**src/rtl/core/image_format_sniffer_macros.svh**
```systemverilog
// assertion macros shared by the sniffer rtl
// expects i_clk and i_rst_n in the scope of every use
`ifndef IMAGE_FORMAT_SNIFFER_MACROS_SVH
`define IMAGE_FORMAT_SNIFFER_MACROS_SVH
`ifndef ASSERT_OFF
`define ISF_ASSERT_IMPL(lbl, ante, cons, msg) \
    lbl: assert property (@(posedge i_clk) disable iff (!i_rst_n) (ante) |-> (cons)) \
        else $error(msg);
`define ISF_ASSERT_NEXT(lbl, ante, cons, msg) \
    lbl: assert property (@(posedge i_clk) disable iff (!i_rst_n) (ante) |=> (cons)) \
        else $error(msg);
`else
`define ISF_ASSERT_IMPL(lbl, ante, cons, msg)
`define ISF_ASSERT_NEXT(lbl, ante, cons, msg)
`endif
`endif

```
**src/rtl/core/isf_pkg.sv**
```systemverilog
// shared constants, types and signature helpers of the image format sniffer
// no dependencies
`default_nettype none

package isf_pkg;

    localparam int BUFFER_BYTES = 4096;
    localparam int HEADER_BYTES = 52;
    localparam int CNT_W        = $clog2(BUFFER_BYTES + 1);
    localparam int HDR_AW       = $clog2(HEADER_BYTES);
    localparam int CODE_W       = 5;
    localparam int BCNT_W       = 13;

    // format codes
    localparam logic [CODE_W-1:0] FMT_UNKNOWN  = 5'd0;
    localparam logic [CODE_W-1:0] FMT_BMP      = 5'd1;
    localparam logic [CODE_W-1:0] FMT_GIF      = 5'd2;
    localparam logic [CODE_W-1:0] FMT_PNG      = 5'd3;
    localparam logic [CODE_W-1:0] FMT_TGA      = 5'd4;
    localparam logic [CODE_W-1:0] FMT_PCX      = 5'd5;
    localparam logic [CODE_W-1:0] FMT_JPEG     = 5'd6;
    localparam logic [CODE_W-1:0] FMT_META     = 5'd7;
    localparam logic [CODE_W-1:0] FMT_TIFF     = 5'd8;
    localparam logic [CODE_W-1:0] FMT_ICO      = 5'd9;
    localparam logic [CODE_W-1:0] FMT_WSHOTS   = 5'd10;
    localparam logic [CODE_W-1:0] FMT_PSD      = 5'd11;
    localparam logic [CODE_W-1:0] FMT_RAS      = 5'd12;
    localparam logic [CODE_W-1:0] FMT_JPEG2000 = 5'd13;
    localparam logic [CODE_W-1:0] FMT_SFW      = 5'd14;
    localparam logic [CODE_W-1:0] FMT_SVM      = 5'd15;
    localparam logic [CODE_W-1:0] FMT_SWF      = 5'd16;

    // running match flags, one per signature term
    localparam int OK_BMP    = 0;
    localparam int OK_GIF    = 1;
    localparam int OK_PNG    = 2;
    localparam int OK_TGA_A1 = 3;
    localparam int OK_TGA_A0 = 4;
    localparam int OK_TGA_B1 = 5;
    localparam int OK_TGA_B0 = 6;
    localparam int OK_TGA_T  = 7;
    localparam int OK_PCX    = 8;
    localparam int OK_JPEG   = 9;
    localparam int OK_EMF    = 10;
    localparam int OK_WMF_A  = 11;
    localparam int OK_WMF_B  = 12;
    localparam int OK_TIFF_I = 13;
    localparam int OK_TIFF_M = 14;
    localparam int OK_ICO_Z  = 15;
    localparam int OK_WS1    = 16;
    localparam int OK_WS2    = 17;
    localparam int OK_PSD    = 18;
    localparam int OK_RAS    = 19;
    localparam int OK_J2K    = 20;
    localparam int OK_JP2    = 21;
    localparam int OK_MJ2    = 22;
    localparam int OK_SFW    = 23;
    localparam int OK_SVM    = 24;
    localparam int OK_SWF_F  = 25;
    localparam int OK_SWF_C  = 26;
    localparam int NUM_OK    = 27;

    // byte strings, first byte in the highest lane of the used width
    localparam logic [383:0] SIG_PNG = 384'(128'h89504E47_0D0A1A0A_0000000D_49484452);
    localparam logic [383:0] SIG_WB2 = 384'(128'h00000200_0210C900_0200C806_4C000200);
    localparam logic [383:0] SIG_BOX = 384'(120'h0000000C_6A502020_0D0A870A_000000);
    localparam logic [383:0] SIG_SFW = 384'({
        128'h53465739_34410400_10000100_64000000,
        128'hCC000000_3B000000_DA070000_07010000,
        96'h44000000_D0070000_4B010000});
    localparam logic [383:0] SIG_SVM = {
        128'h56434C4D_54460100_31000000_01000000,
        128'h01001B00_00000000_00000000_00000000,
        128'h01000000_01000000_01000000_01000000};

    typedef struct packed {
        logic       take;
        logic       rd_en;
        logic [1:0] rd_lane;
        logic       emit;
    } t_cmd;

    typedef struct packed {
        logic out_free;
    } t_sts;

    // byte at pos matches a string placed at start, or lies outside it
    function automatic logic str_ok(input logic [HDR_AW-1:0] pos, input logic [7:0] b,
                                    input int start, input int len,
                                    input logic [383:0] str);
        int   k;
        logic ok;
        k  = int'(pos) - start;
        ok = 1'b1;
        if (k >= 0 && k < len) begin
            ok = (b == str[8*(len-1-k) +: 8]);
        end
        return ok;
    endfunction

    function automatic logic eq_at(input logic [HDR_AW-1:0] pos, input logic [7:0] b,
                                   input int idx, input logic [7:0] val);
        return (int'(pos) != idx) || (b == val);
    endfunction

    // per-term verdict on one header byte
    function automatic logic [NUM_OK-1:0] byte_ok(input logic [HDR_AW-1:0] pos,
                                                  input logic [7:0] b);
        logic [NUM_OK-1:0] ok;
        ok = '1;
        ok[OK_BMP] = str_ok(pos, b, 0, 2, 384'(16'h424D)) && eq_at(pos, b, 6, 8'h00)
                  && eq_at(pos, b, 7, 8'h00) && eq_at(pos, b, 26, 8'h01)
                  && eq_at(pos, b, 27, 8'h00) && eq_at(pos, b, 29, 8'h00)
                  && ((int'(pos) != 28) || (b inside {8'h00, 8'h01, 8'h04, 8'h08,
                                                      8'h10, 8'h18, 8'h20}))
                  && ((int'(pos) != 30) || (b <= 8'd5))
                  && str_ok(pos, b, 31, 3, 384'(24'h000000));
        ok[OK_GIF]    = str_ok(pos, b, 0, 4, 384'(32'h47494638));
        ok[OK_PNG]    = str_ok(pos, b, 0, 16, SIG_PNG);
        ok[OK_TGA_A1] = eq_at(pos, b, 1, 8'h01);
        ok[OK_TGA_A0] = eq_at(pos, b, 1, 8'h00);
        ok[OK_TGA_B1] = (int'(pos) != 2) || (b inside {8'd1, 8'd9});
        ok[OK_TGA_B0] = (int'(pos) != 2) || (b inside {8'd2, 8'd3, 8'd10, 8'd11});
        ok[OK_TGA_T]  = (int'(pos) != 16) || (b inside {8'd8, 8'd16, 8'd24, 8'd32});
        ok[OK_PCX]    = eq_at(pos, b, 0, 8'h0A) && ((int'(pos) != 1) || (b <= 8'd5))
                     && ((int'(pos) != 3) || (b inside {8'd1, 8'd2, 8'd4, 8'd8}));
        ok[OK_JPEG]   = str_ok(pos, b, 0, 3, 384'(24'hFFD8FF));
        ok[OK_EMF]    = str_ok(pos, b, 0, 4, 384'(32'h01000000))
                     && str_ok(pos, b, 40, 4, 384'(32'h20454D46));
        ok[OK_WMF_A]  = str_ok(pos, b, 0, 6, 384'(48'hD7CDC69A0000));
        ok[OK_WMF_B]  = str_ok(pos, b, 0, 6, 384'(48'h010009000003));
        ok[OK_TIFF_I] = str_ok(pos, b, 0, 4, 384'(32'h49492A00));
        ok[OK_TIFF_M] = str_ok(pos, b, 0, 4, 384'(32'h4D4D002A));
        ok[OK_ICO_Z]  = str_ok(pos, b, 0, 2, 384'(16'h0000));
        ok[OK_WS1]    = str_ok(pos, b, 0, 8, 384'(64'h57574242_31313131));
        ok[OK_WS2]    = str_ok(pos, b, 0, 16, SIG_WB2);
        ok[OK_PSD]    = str_ok(pos, b, 0, 4, 384'(32'h38425053))
                     && str_ok(pos, b, 6, 6, 384'(48'h000018000018));
        ok[OK_RAS]    = str_ok(pos, b, 0, 6, 384'(48'h59A66A950000))
                     && eq_at(pos, b, 15, 8'h18);
        ok[OK_J2K]    = str_ok(pos, b, 0, 4, 384'(32'hFF4FFF51));
        ok[OK_JP2]    = str_ok(pos, b, 0, 15, SIG_BOX)
                     && str_ok(pos, b, 16, 8, 384'(64'h66747970_6A703220))
                     && str_ok(pos, b, 24, 4, 384'(32'h00000000));
        ok[OK_MJ2]    = str_ok(pos, b, 0, 15, SIG_BOX) && eq_at(pos, b, 15, 8'h18)
                     && str_ok(pos, b, 16, 8, 384'(64'h66747970_6D6A7032))
                     && str_ok(pos, b, 24, 4, 384'(32'h00000000))
                     && str_ok(pos, b, 28, 4, 384'(32'h6D6A7032));
        ok[OK_SFW]    = str_ok(pos, b, 0, 44, SIG_SFW);
        ok[OK_SVM]    = str_ok(pos, b, 0, 48, SIG_SVM);
        ok[OK_SWF_F]  = str_ok(pos, b, 0, 3, 384'(24'h465753)) && eq_at(pos, b, 9, 8'h00);
        ok[OK_SWF_C]  = str_ok(pos, b, 0, 3, 384'(24'h435753))
                     && str_ok(pos, b, 8, 2, 384'(16'h789C));
        return ok;
    endfunction

endpackage

`default_nettype wire

```
**src/rtl/core/isf_ifs.sv**
```systemverilog
// valid/ready channel interfaces of the image format sniffer
// depends on isf_pkg
`default_nettype none

interface isf_in_if;
    import isf_pkg::*;

    logic       valid;
    logic       ready;
    logic [7:0] data_byte;
    logic       last_byte;

    modport source (output valid, output data_byte, output last_byte, input ready);
    modport sink   (input valid, input data_byte, input last_byte, output ready);
endinterface

interface isf_out_if;
    import isf_pkg::*;

    logic              valid;
    logic              ready;
    logic [CODE_W-1:0] format_code;
    logic [BCNT_W-1:0] byte_count;

    modport source (output valid, output format_code, output byte_count, input ready);
    modport sink   (input valid, input format_code, input byte_count, output ready);
endinterface

`default_nettype wire

```
**src/rtl/core/isf_ctrl.sv**
```systemverilog
// sniffer controller: byte intake, icon word read sequence, result hand-off
// depends on isf_pkg and image_format_sniffer_macros.svh
`default_nettype none
`include "image_format_sniffer_macros.svh"

module isf_ctrl (
    input  logic          i_clk,
    input  logic          i_rst_n,
    input  logic          i_in_valid,
    input  logic          i_in_last,
    output logic          o_in_ready,
    input  isf_pkg::t_sts i_sts,
    output isf_pkg::t_cmd o_cmd
);
    import isf_pkg::*;

    typedef enum logic [1:0] {
        S_RUN,
        S_READ,
        S_MERGE,
        S_EMIT
    } t_state;

    t_state     r_state, n_state;
    logic [1:0] r_k, n_k;
    logic       r_in_ready, n_in_ready;

    assign o_in_ready    = r_in_ready;
    assign o_cmd.take    = i_in_valid && r_in_ready;
    assign o_cmd.rd_en   = (r_state == S_READ);
    assign o_cmd.rd_lane = r_k;
    assign o_cmd.emit    = (r_state == S_EMIT) && i_sts.out_free;

    always_comb begin
        n_state    = r_state;
        n_k        = r_k;
        n_in_ready = r_in_ready;
        case (r_state)
            S_RUN: begin
                if (o_cmd.take && i_in_last) begin
                    n_state    = S_READ;
                    n_k        = 2'd0;
                    n_in_ready = 1'b0;
                end
            end
            S_READ: begin
                // four byte reads of the icon width word
                n_k = r_k + 2'd1;
                if (r_k == 2'd3) begin
                    n_state = S_MERGE;
                end
            end
            S_MERGE: begin
                n_state = S_EMIT;
            end
            S_EMIT: begin
                if (i_sts.out_free) begin
                    n_state    = S_RUN;
                    n_in_ready = 1'b1;
                end
            end
            default: begin
                n_state    = S_RUN;
                n_in_ready = 1'b1;
            end
        endcase
    end

    always_ff @(posedge i_clk) begin
        if (!i_rst_n) begin
            r_state    <= S_RUN;
            r_k        <= 2'd0;
            r_in_ready <= 1'b1;
        end else begin
            r_state    <= n_state;
            r_k        <= n_k;
            r_in_ready <= n_in_ready;
        end
    end

    `ISF_ASSERT_NEXT(a_last_starts_read, o_cmd.take && i_in_last, r_state == S_READ && r_k == 2'd0, "last word did not start the read sequence")
    `ISF_ASSERT_NEXT(a_read_ends, r_state == S_READ && r_k == 2'd3, r_state == S_MERGE, "read sequence overran")
    `ISF_ASSERT_IMPL(a_ready_in_run, r_in_ready, r_state == S_RUN, "ready outside intake state")
    `ISF_ASSERT_IMPL(a_emit_needs_room, o_cmd.emit, i_sts.out_free, "result issued into a full output")

endmodule

`default_nettype wire

```
**src/rtl/core/isf_dpath.sv**
```systemverilog
// sniffer datapath: header store, running signature flags, icon capture,
// classification and output register; depends on isf_pkg and the macro header
`default_nettype none
`include "image_format_sniffer_macros.svh"

module isf_dpath (
    input  logic                      i_clk,
    input  logic                      i_rst_n,
    input  isf_pkg::t_cmd             i_cmd,
    output isf_pkg::t_sts             o_sts,
    input  logic [7:0]                i_data_byte,
    output logic                      o_out_valid,
    input  logic                      i_out_ready,
    output logic [isf_pkg::CODE_W-1:0] o_format_code,
    output logic [isf_pkg::BCNT_W-1:0] o_byte_count
);
    import isf_pkg::*;

    // header bytes, written once per file position
    logic [7:0]         r_hdr [HEADER_BYTES];

    logic [CNT_W-1:0]   r_count;
    logic [31:0]        r_off;
    logic [31:0]        r_iw;
    logic               r_iwv;
    logic [7:0]         r_w6;
    logic [NUM_OK-1:0]  r_ok;
    logic [7:0]         r_rd_data;
    logic [1:0]         r_rd_lane;
    logic               r_rd_vld;
    logic [31:0]        r_mword;
    logic               r_out_valid;
    logic [CODE_W-1:0]  r_code;
    logic [BCNT_W-1:0]  r_bc;

    logic               in_buf;
    logic               in_hdr;
    logic [HDR_AW-1:0]  pos;
    logic [NUM_OK-1:0]  n_ok;
    logic [32:0]        lo;
    logic [32:0]        diff;
    logic               cap;
    logic [1:0]         off_lane;
    logic [HDR_AW-1:0]  rd_addr;
    logic               near_off;
    logic [31:0]        ico_w;
    logic [31:0]        ico_word;
    logic               ico;
    logic [CODE_W-1:0]  n_code;

    assign in_buf   = r_count < CNT_W'(BUFFER_BYTES);
    assign in_hdr   = r_count < CNT_W'(HEADER_BYTES);
    assign pos      = r_count[HDR_AW-1:0];
    assign n_ok     = r_ok & byte_ok(pos, i_data_byte);
    assign off_lane = 2'(r_count - CNT_W'(18));

    // width word position is known once the offset bytes are in
    assign lo   = {1'b0, r_off} + 33'd4;
    assign diff = 33'(r_count) - lo;
    assign cap  = (r_count >= CNT_W'(22)) && (33'(r_count) >= lo) && (diff < 33'd4);

    // the word lies inside the stored header when offset + 7 < 52
    assign near_off = r_off < 32'd45;
    assign rd_addr  = near_off ? (r_off[HDR_AW-1:0] + HDR_AW'(4) + HDR_AW'(i_cmd.rd_lane))
                               : '0;

    assign ico_w    = (r_w6 == 8'd0) ? 32'd256 : {24'd0, r_w6};
    assign ico_word = near_off ? r_mword : r_iw;
    assign ico      = (r_count >= CNT_W'(40)) && r_ok[OK_ICO_Z]
                   && (({1'b0, r_off} + 33'd40) < 33'(r_count))
                   && (near_off || r_iwv) && (ico_word == ico_w);

    always_comb begin
        if ((r_count >= CNT_W'(34)) && r_ok[OK_BMP]) begin
            n_code = FMT_BMP;
        end else if ((r_count >= CNT_W'(4)) && r_ok[OK_GIF]) begin
            n_code = FMT_GIF;
        end else if ((r_count >= CNT_W'(16)) && r_ok[OK_PNG]) begin
            n_code = FMT_PNG;
        end else if ((r_count >= CNT_W'(17)) && r_ok[OK_TGA_T]
                     && ((r_ok[OK_TGA_A1] && r_ok[OK_TGA_B1])
                         || (r_ok[OK_TGA_A0] && r_ok[OK_TGA_B0]))) begin
            n_code = FMT_TGA;
        end else if ((r_count >= CNT_W'(4)) && r_ok[OK_PCX]) begin
            n_code = FMT_PCX;
        end else if ((r_count >= CNT_W'(3)) && r_ok[OK_JPEG]) begin
            n_code = FMT_JPEG;
        end else if ((r_count >= CNT_W'(44)) && r_ok[OK_EMF]) begin
            n_code = FMT_META;
        end else if ((r_count >= CNT_W'(6)) && (r_ok[OK_WMF_A] || r_ok[OK_WMF_B])) begin
            n_code = FMT_META;
        end else if ((r_count >= CNT_W'(4)) && (r_ok[OK_TIFF_I] || r_ok[OK_TIFF_M])) begin
            n_code = FMT_TIFF;
        end else if (ico) begin
            n_code = FMT_ICO;
        end else if ((r_count >= CNT_W'(8)) && r_ok[OK_WS1]) begin
            n_code = FMT_WSHOTS;
        end else if ((r_count >= CNT_W'(16)) && r_ok[OK_WS2]) begin
            n_code = FMT_WSHOTS;
        end else if ((r_count >= CNT_W'(12)) && r_ok[OK_PSD]) begin
            n_code = FMT_PSD;
        end else if ((r_count >= CNT_W'(16)) && r_ok[OK_RAS]) begin
            n_code = FMT_RAS;
        end else if ((r_count >= CNT_W'(52)) && r_ok[OK_J2K]) begin
            n_code = FMT_JPEG2000;
        end else if ((r_count >= CNT_W'(32)) && (r_ok[OK_JP2] || r_ok[OK_MJ2])) begin
            n_code = FMT_JPEG2000;
        end else if ((r_count >= CNT_W'(44)) && r_ok[OK_SFW]) begin
            n_code = FMT_SFW;
        end else if ((r_count >= CNT_W'(48)) && r_ok[OK_SVM]) begin
            n_code = FMT_SVM;
        end else if ((r_count >= CNT_W'(10)) && (r_ok[OK_SWF_F] || r_ok[OK_SWF_C])) begin
            n_code = FMT_SWF;
        end else begin
            n_code = FMT_UNKNOWN;
        end
    end

    assign o_sts.out_free = !r_out_valid || i_out_ready;
    assign o_out_valid    = r_out_valid;
    assign o_format_code  = r_code;
    assign o_byte_count   = r_bc;

    // header store and icon read port
    always_ff @(posedge i_clk) begin
        if (i_cmd.take && in_hdr) begin
            r_hdr[pos] <= i_data_byte;
        end
        r_rd_data <= r_hdr[rd_addr];
        r_rd_lane <= i_cmd.rd_lane;
    end

    always_ff @(posedge i_clk) begin
        if (r_rd_vld) begin
            r_mword[8*r_rd_lane +: 8] <= r_rd_data;
        end
        if (i_cmd.take && in_buf && (r_count == CNT_W'(6))) begin
            r_w6 <= i_data_byte;
        end
        if (i_cmd.emit) begin
            r_code <= n_code;
            r_bc   <= BCNT_W'(r_count);
        end
    end

    always_ff @(posedge i_clk) begin
        if (!i_rst_n) begin
            r_count     <= '0;
            r_off       <= '0;
            r_iw        <= '0;
            r_iwv       <= 1'b0;
            r_ok        <= '1;
            r_rd_vld    <= 1'b0;
            r_out_valid <= 1'b0;
        end else begin
            r_rd_vld <= i_cmd.rd_en;
            if (i_cmd.emit) begin
                r_out_valid <= 1'b1;
            end else if (i_out_ready) begin
                r_out_valid <= 1'b0;
            end
            if (i_cmd.emit) begin
                // file ends: start over for the next one
                r_count <= '0;
                r_off   <= '0;
                r_iw    <= '0;
                r_iwv   <= 1'b0;
                r_ok    <= '1;
            end else if (i_cmd.take && in_buf) begin
                r_count <= r_count + CNT_W'(1);
                if (in_hdr) begin
                    r_ok <= n_ok;
                end
                if ((r_count >= CNT_W'(18)) && (r_count <= CNT_W'(21))) begin
                    r_off[8*off_lane +: 8] <= i_data_byte;
                end
                if (cap) begin
                    r_iw[8*diff[1:0] +: 8] <= i_data_byte;
                    if (diff[1:0] == 2'd3) begin
                        r_iwv <= 1'b1;
                    end
                end
            end
        end
    end

    `ISF_ASSERT_IMPL(a_count_bound, 1'b1, r_count <= CNT_W'(BUFFER_BYTES), "byte count past buffer size")
    `ISF_ASSERT_NEXT(a_emit_restarts, i_cmd.emit, r_count == '0 && !r_iwv && r_out_valid, "file state not restarted after result")
    `ISF_ASSERT_IMPL(a_width_late, r_iwv, r_count >= CNT_W'(23), "icon width captured too early")

endmodule

`default_nettype wire

```
**src/rtl/core/image_format_sniffer.sv**
```systemverilog
// Image format sniffer, top level.
// Input channel i_in carries one file byte per word (data_byte) and last_byte,
// which marks the final byte of the file and closes it. Output channel o_out
// carries one word per file: format_code (0 unknown, 1..16 the detected type)
// and byte_count (bytes taken, saturating at the buffer size of 4096).
// Bytes past the buffer size are dropped; their last_byte mark still counts.
// Bytes of a file stream at one per cycle; ready drops only after its last byte.
// After the last byte, ready stays low while the controller steps through its
// states: four reads of the header memory fetch the icon width word, a merge
// step completes it, and an emit step loads the result register and sets
// o_out.valid once the output register is free.
// The result waits in its register while o_out.ready is low; bytes of the
// next file are taken meanwhile, and after its last byte the input stays held
// until the output register is free. Reset clears counters, flags and the
// output valid; the header memory is not cleared and no clearing pass runs.
// depends on isf_pkg, isf_ifs, isf_ctrl, isf_dpath
`default_nettype none

module image_format_sniffer (
    input  logic      i_clk,
    input  logic      i_rst_n,
    isf_in_if.sink    i_in,
    isf_out_if.source o_out
);
    import isf_pkg::*;

    t_cmd cmd;
    t_sts sts;
    logic in_ready;

    assign i_in.ready = in_ready;

    isf_ctrl u_ctrl (
        .i_clk      (i_clk),
        .i_rst_n    (i_rst_n),
        .i_in_valid (i_in.valid),
        .i_in_last  (i_in.last_byte),
        .o_in_ready (in_ready),
        .i_sts      (sts),
        .o_cmd      (cmd)
    );

    isf_dpath u_dpath (
        .i_clk         (i_clk),
        .i_rst_n       (i_rst_n),
        .i_cmd         (cmd),
        .o_sts         (sts),
        .i_data_byte   (i_in.data_byte),
        .o_out_valid   (o_out.valid),
        .i_out_ready   (o_out.ready),
        .o_format_code (o_out.format_code),
        .o_byte_count  (o_out.byte_count)
    );

endmodule

`default_nettype wire

```
**src/flat_wrapper.sv**
```systemverilog
// flat-port wrapper written by rule: the top's interface ports become plain ports
module image_format_sniffer_flat import isf_pkg::*;
  (i_clk, i_rst_n, i_in_valid, i_in_data_byte, i_in_last_byte, i_in_ready, o_out_valid, o_out_format_code, o_out_byte_count, o_out_ready);
  isf_in_if i_in_i ();
  isf_out_if o_out_i ();
  input  logic i_clk;
  input  logic i_rst_n;
  input wire logic [$bits(i_in_i.valid)-1:0] i_in_valid;
  input wire logic [$bits(i_in_i.data_byte)-1:0] i_in_data_byte;
  input wire logic [$bits(i_in_i.last_byte)-1:0] i_in_last_byte;
  output wire logic [$bits(i_in_i.ready)-1:0] i_in_ready;
  output wire logic [$bits(o_out_i.valid)-1:0] o_out_valid;
  output wire logic [$bits(o_out_i.format_code)-1:0] o_out_format_code;
  output wire logic [$bits(o_out_i.byte_count)-1:0] o_out_byte_count;
  input wire logic [$bits(o_out_i.ready)-1:0] o_out_ready;
  assign i_in_i.valid = i_in_valid;
  assign i_in_i.data_byte = i_in_data_byte;
  assign i_in_i.last_byte = i_in_last_byte;
  assign i_in_ready = i_in_i.ready;
  assign o_out_valid = o_out_i.valid;
  assign o_out_format_code = o_out_i.format_code;
  assign o_out_byte_count = o_out_i.byte_count;
  assign o_out_i.ready = o_out_ready;
  image_format_sniffer u_core (.i_clk(i_clk), .i_rst_n(i_rst_n), .i_in(i_in_i), .o_out(o_out_i));
endmodule
```
**config.mk**
```make
export PLATFORM = sky130hd
export DESIGN_NAME = image_format_sniffer_flat
export DESIGN_NICKNAME = d
export VERILOG_FILES = /design/src/rtl/core/isf_pkg.sv /design/src/rtl/core/isf_ifs.sv /design/src/rtl/core/isf_ctrl.sv /design/src/rtl/core/isf_dpath.sv /design/src/rtl/core/image_format_sniffer.sv /design/src/flat_wrapper.sv
export VERILOG_INCLUDE_DIRS = /design/src /design/src/rtl/core
export SDC_FILE = /design/constraint.sdc
export NUM_CORES = 1
export LEC_CHECK = 0
export ABC_AREA = 1
export BUFFER_PORTS_ARGS = -buffer_cell sky130_fd_sc_hd__buf_2
export CAP_MARGIN = 20
export CORE_UTILIZATION = 58
export DETAILED_ROUTE_END_ITERATION = 8
export PLACE_DENSITY = 0.76
export SYNTH_ARGS = -nofsm -noshare
export SYNTH_HDL_FRONTEND = slang
export SYNTH_SLANG_ARGS = --single-unit
```
**constraint.sdc**
```tcl
create_clock -name i_clk -period 3.8 [get_ports i_clk]
set_clock_uncertainty 0.2 [all_clocks]
set_input_delay 0.76 -clock i_clk [delete_from_list [all_inputs] [get_ports i_clk]]
set_output_delay 0.76 -clock i_clk [all_outputs]
set_load 0.05 [all_outputs]
```
Word level (Yosys, flattened, before mapping)
Memory sizes are Yosys's and may differ from the RTL's. A register that Yosys moved wholly into a read port is not among the register bits.
Index checks and enable logic that the tools add are counted.
Word-level totals
  latch bits: 0
  bits of input ports: 13
  memory bits (writable): 416
  output and inout port bits: 20
  bits in registers: 172
  memories: 1
  logic and storage cells: 383
  memory bits (read-only): 0
Operators by class
  reduce and logical (&&, ||, !) cells: 119
  bitwise operators: 2
  divide/modulo/power cells: 0
  equality and inequality tests: 62
  shift operators: 34
  multipliers: 0
  add/subtract/negate cells: 34
  muxes and demuxes: 65
  magnitude comparators: 48
Memory list
  u_core.u_dpath.r_hdr: words 52, bits a word 8, rd ports 1, clocked after Yosys merged registers in 1, wr ports 1, line isf_dpath.sv:20  | logic [7:0] r_hdr [HEADER_BYTES];
Operator list (count)
  $shiftx A384 B10 Y8 const A: 20
  $shiftx A384 B11 Y8 const A: 8
  $eq A8 B8 Y1: 28
  $neg A5 Y34: 3
  $shift A8 B34 Y32 const A: 3
  $shiftx A8 B34 Y32: 3
  $bwmux W32: 3
  $ge A13 B6 Y1 const B: 6
  $logic_and A1 B1 Y1: 71
  $ge A13 B5 Y1 const B: 4
  $ge A7 B1 Y1 const B: 7
  $mux W4: 10
  $ge A13 B4 Y1 const B: 3
  $ne A6 B6 Y1 const B: 6
  $mux W1: 34
  $add A32 B3 Y33 const B: 1
  $add A32 B6 Y33 const B: 1
  $ge A13 B33 Y1: 1
  $lt A33 B13 Y1: 1
  $lt A33 B3 Y1 const B: 1
  $sub A13 B33 Y33: 1
  $eq A32 B9 Y1: 1
  $eq A8 B4 Y1 const B: 4
  $lt A32 B6 Y1 const B: 1
  71 further kinds: 143

Logic depth before layout (Yosys ltp)
  depth in word-level cells: 20
  gate-level depth with buffers: 26
  mapped depth without buffers: 26

Hierarchy
Synthesis repeated with hierarchy kept, for this count alone.
Unflattened totals
  cells, all modules: 3773
  area total of the unflattened synthesis: 32920.3 µm²
By module, submodules not included
  isf_dpath: area each 32557.5 µm², times used 1, cells each 3723, sequential area each 16575.9 µm²
  isf_ctrl: area each 362.8 µm², times used 1, cells each 50, sequential area each 100.1 µm²

Worst setup path after synthesis
No wires, ideal clock.
  kind: register to register
  from: register u_core.u_dpath.r_count[0]
  to: register u_core.u_dpath.r_iw[10]
  setup slack: -120 ps
  stages on the path, launching flop included: 19
  clock period less this slack: 3920 ps
  setup time: 113 ps
  path buffers: 3
  required time: 3487 ps
  arrival time: 3607 ps
  cell sequence: dfxtp_1 > inv_1 > clkbuf_1 > clkbuf_1 > ha_1 > inv_1 > fa_1 > nand3_1 > nand2_1 > a21oi_1 > o21ai_0 > or2_2 > a21oi_1 > nand4_1 > nor2_2 > nand3_4 > buf_6 > o21ai_1 > nor2_1
Between the ends
  cells in the longest elaborated chain, start to end: 4
  elaborated cells between the ends (all ways): 13
  those cells by class: 2 x add/sub; 4 x order compare; 2 x shift; 1 x mux; 4 x reduce/logical
RTL lines
  start, declared: line isf_dpath.sv:22  | logic [CNT_W-1:0] r_count;
  start signal, assigned: line isf_dpath.sv:170  | r_count <= r_count + CNT_W'(1);
  $sub A13 B33 Y33, or another cell as far along: line isf_dpath.sv:59  | assign diff = 33'(r_count) - lo;
  $lt A33 B3 Y1, or another cell as far along: line isf_dpath.sv:60  | assign cap = (r_count >= CNT_W'(22)) && (33'(r_count) >= lo) && (diff < 33'd4);
  $logic_and A1 B1 Y1, or another cell as far along: line isf_dpath.sv:60
  $reduce_and A2 Y1 (no source line) or $bwmux W32 (tied branches)
  end signal, assigned by index: line isf_dpath.sv:178  | r_iw[8*diff[1:0] +: 8] <= i_data_byte;
  end, declared: line isf_dpath.sv:24  | logic [31:0] r_iw;
Parallel ways exist; a longest one is shown, timed or not.
A chain may end at the register's enable or synchronous reset.

Final worst setup path
  from: register u_core.u_dpath.r_off[18]
  to: register u_core.u_dpath.r_rd_data[5], read port of u_core.u_dpath.r_hdr
Between the ends
  cells in the longest elaborated chain, start to end: 2
RTL lines
  start, declared: line isf_dpath.sv:23  | logic [31:0] r_off;
  start signal, assigned by index: line isf_dpath.sv:175  | r_off[8*off_lane +: 8] <= i_data_byte;
  $lt A32 B6 Y1: line isf_dpath.sv:63  | assign near_off = r_off < 32'd45;
  $mux W6: line isf_dpath.sv:64  | assign rd_addr = near_off ? (r_off[HDR_AW-1:0] + HDR_AW'(4) + HDR_AW'(i_cmd.rd_lane))
  end, declared: line isf_dpath.sv:28  | logic [7:0] r_rd_data;
No other way between the ends.

==> impl_metrics.ini <==
[worst_hold_path]
min_to = u_core.u_ctrl.o_in_ready
worstHoldPathCells = 2
hold_start = i_rst_n
hold_class = input port to flop

[global_routing]
grt_pass1_wl_um = 156000
antenna_found_initial = 2
grt_max_degree = 74
grt.overflow.total = 0
grt_pass1_vias = 26450
track_usage_pct = 36.97

[pwr]
power_mw = 21.73
p_per_area_nw_per_um2 = 609.0
vdd_drop_max_v = 0.0003772
leakage_nw = 13.59

[die]
die_w_um = 235.6
die_area_um2 = 55500
num_rows = 85
initial_core_util_pct = 58.80
core_region_area_um2 = 53810
io_pins = 33
die_h_um = 235.6

[setup_path]
worst-path-max-fanout = 31
crit_family = simple AND/OR/NAND/NOR gates
worstPathArrival_ns = 3.98
end_kind = flop
cp_data_required_time_ns = 4.14
r2r_start = u_core.u_dpath.r_off[18]
crit_chain = nor2_1 -> nand2_1 -> nor2_1 -> nand3_1 -> nor2_4 -> nand2_4 -> inv_6 -> buf_12 -> nor2_1 -> o31ai_1 -> o211ai_1 -> a21oi_1 -> o21ai_0 -> buf_4 -> o21ai_1
critical_path_buf_inv_count = 3
cp_slowest_stage_delay_ns = 0.44
path_class = flop to flop
start_kind = flop
r2r_slack_ns = 0.16
cp_slowest_cell = o31ai_1
worstReg2RegEnd = u_core.u_dpath.r_rd_data[5]
ff2ff_path_depth = 15
crit_top_cell = nor2_1

[synthesis]
synth_edf_count = 474
synthDistinctLibCells = 63
synth_fa_ha_area_share_pct = 3.195
seq_area_frac_synth_pct = 52.70
synthTopCellsByArea = edfxtp_1 (45%), dfxtp_1 (7.7%), nand2_1 (7.4%)
async_reset_ff_share_pct = 0
synthCells = 3524
synth_xor_xnor_area_share_pct = 3.124
synth.largest_area_cell = edfxtp_1
synth_warnings = 0
synth_top_family_by_area = simple AND/OR/NAND/NOR gates
synthSimpleGateAreaFrac_pct = 21.84
synth_nets = 3616
synth_ff_type = edfxtp_1
synth_top_area_share_pct = 44.98
syn_area_um2 = 31640
synthMuxAreaShare_pct = 0
synth-compound-area-share_pct = 13.45
postSynthAreaPerCell_um2 = 8.980
synth_seq_cells = 596

[sta]
rsz0062_at_grt = false
fin_crit_sh_pct = 95.74
fin_crit_ns = 3.638
worst_slew_pin_slew_ns = 0.9131
fmax_mhz = 274.9
max_slew_margin_pct = 38.90
hold_violations = 0
finalSetupViolCount = 0
fin_setup_tns_ns = 0
slew_violations = 0
setup_slack_ns = 0.1618
timing.hold.ws_ns = 0.1573

[clocking]
cts_max_level = 2
clock-sinks = 596
cts_hold_buf = 0
path_clk_slew_ns = 0.06
max-clock-path-buffers = 3
root_buffer = clkbuf_16
cts_tree = yes
cts-buffers-inserted = 60
clk_latency_ns = 0.65

[route]
wire_per_inst_um = 23.69
post_drt_via_cell_ratio = 6.263
antenna_left = 0
first_pass_iters = 8
drtIter0Drc = 3342
postRouteWirelength_um = 104000
drc = 0
via_count = 27490

[placed_design]
place.gp.congestion = 0.9819
place_ws_ns = 0.08942
port_buffers = 32
hpwl_um = 72330

[finish]
final_common_cell = nand2_1
drive_gt1_share_pct = 12.62
seqCellArea_um2 = 16680
num-fill-cells = 4357
layout_common_cells = nand2_1 (616), nor2_1 (533), edfxtp_1 (474)
multiInputGateArea_um2 = 13280
areaGrowthSynthToFinish_pct = 12.76
final_nets = 3733

[job]
maxCapViolCount = 0

[outcome]
outcome = finished, final reports clean
==> cells in the mapped netlist, types with 35 or more instances <==
cell type / instances
nand2_1: 621
nor2_1: 536
edfxtp_1: 474
inv_1: 272
o21ai_0: 215
nand3_1: 158
o211ai_1: 134
dfxtp_1: 122
clkbuf_1: 119
a21oi_1: 110
xor2_1: 108
or2_2: 96
nor3_1: 83
ha_1: 76
nand4_1: 39
a211oi_1: 38
buf_2: 35
==> worst max path at each step <==
| stage | start | to | slack, ns | depth (start not counted) |
|---|---|---|---|---|
| floorplan | u_core.u_dpath.r_count[2] | u_core.u_dpath.r_iw[10] | 0.002 | 18 |
| global placement | u_core.u_dpath.r_off[3] | u_core.u_dpath.r_iw[0] | 0.16 | 19 |
| detailed placement | u_core.u_dpath.r_off[3] | u_core.u_dpath.r_iw[27] | 0.09 | 17 |
| CTS | u_core.u_dpath.r_off[3] | u_core.u_dpath.o_format_code[0] | 0.07 | 24 |
| global route | u_core.u_dpath.r_off[6] | u_core.u_dpath.o_format_code[0] | 0.002 | 25 |
| finish | u_core.u_dpath.r_off[18] | u_core.u_dpath.r_rd_data[5] | 0.16 | 15 |
==> metrics by stage <==
step                      utilization, %  cells  area (um2)
after global placement             62.55   4270       33660
final                              66.31   4389       35680
after CTS                          66.11   4383       35580
after detailed placement           62.55   4270       33660
after floorplan                        -   3524       31650
after global routing               66.30   4388       35680
==> cell type report <==
class / count / share of cell area [%]
flip-flops and latches: 596 / 46.74
multi-input cells: 2472 / 37.21
repair buffers: 222 / 5.165
clock buffers: 75 / 4.365
inverters: 289 / 3.072
well taps: 696 / 2.440
clock inverters: 38 / 0.9993
diodes: 1 / 0.007013
==> metal layers <==
metal  GRT usage [%]  wire length, um  vias to the layer above
li1                -                -                    12470
met1           46.95            40110                    13060
met2           60.84            48550                     1571
met3           5.769             9133                      386
met4           20.24             6192                        0
met5               0                0                        -
==> worst register-to-register path, stage by stage, from the launching register on <==
cell and delay (ns):
dfxtp_1 0.41, nor2_1 0.16, nand2_1 0.08, nor2_1 0.28, nand3_1 0.21, nor2_4 0.22, nand2_4 0.24, inv_6 0.20
buf_12 0.19, nor2_1 0.07, o31ai_1 0.44, o211ai_1 0.18, a21oi_1 0.24, o21ai_0 0.12, buf_4 0.17, o21ai_1 0.14
==> what timing repair did <==
item	4_1_cts	5_1_grt
setup buffers	0	1
setup endpoints to repair	0	43
resized for setup	0	17
==> power by group <==
| group | switching, mW | total (mW) | internal (mW) |
|---|---|---|---|
| Clock | 2.58 | 5.83 | 3.26 |
| Sequential | 0.213 | 7.61 | 7.39 |
| Combinational | 5.70 | 8.29 | 2.59 |
==> sequential cells by signal, indices dropped and copies added (netlist names), 2 cells and up <==
register and flops:
u_core.u_dpath.r_hdr 416, u_core.u_dpath.r_rd_data 8, u_core.u_dpath.r_mword 32, u_core.u_dpath.r_off 32, u_core.u_dpath.r_rd_lane 2, u_core.u_ctrl.r_k 2
u_core.u_dpath.r_iw 32, u_core.u_ctrl.r_state 2, u_core.u_dpath.o_byte_count 13, u_core.u_dpath.o_format_code 5, u_core.u_dpath.r_w6 8, u_core.u_dpath.r_count 13
u_core.u_dpath.r_ok 27
==> kinds of logic (layout without fill, tap and decap cells) <==
| group | after synthesis | after routing |
|---|---|---|
| xor+xnor | 112 | 112 |
| flops | 596 | 596 |
| other cells | 0 | 1 |
| compound gates | 678 | 678 |
| fa+ha+maj | 79 | 79 |
| buf+inv | 460 | 624 |
| simple gates | 1599 | 1603 |
Power figures use the tool's default switching activity.
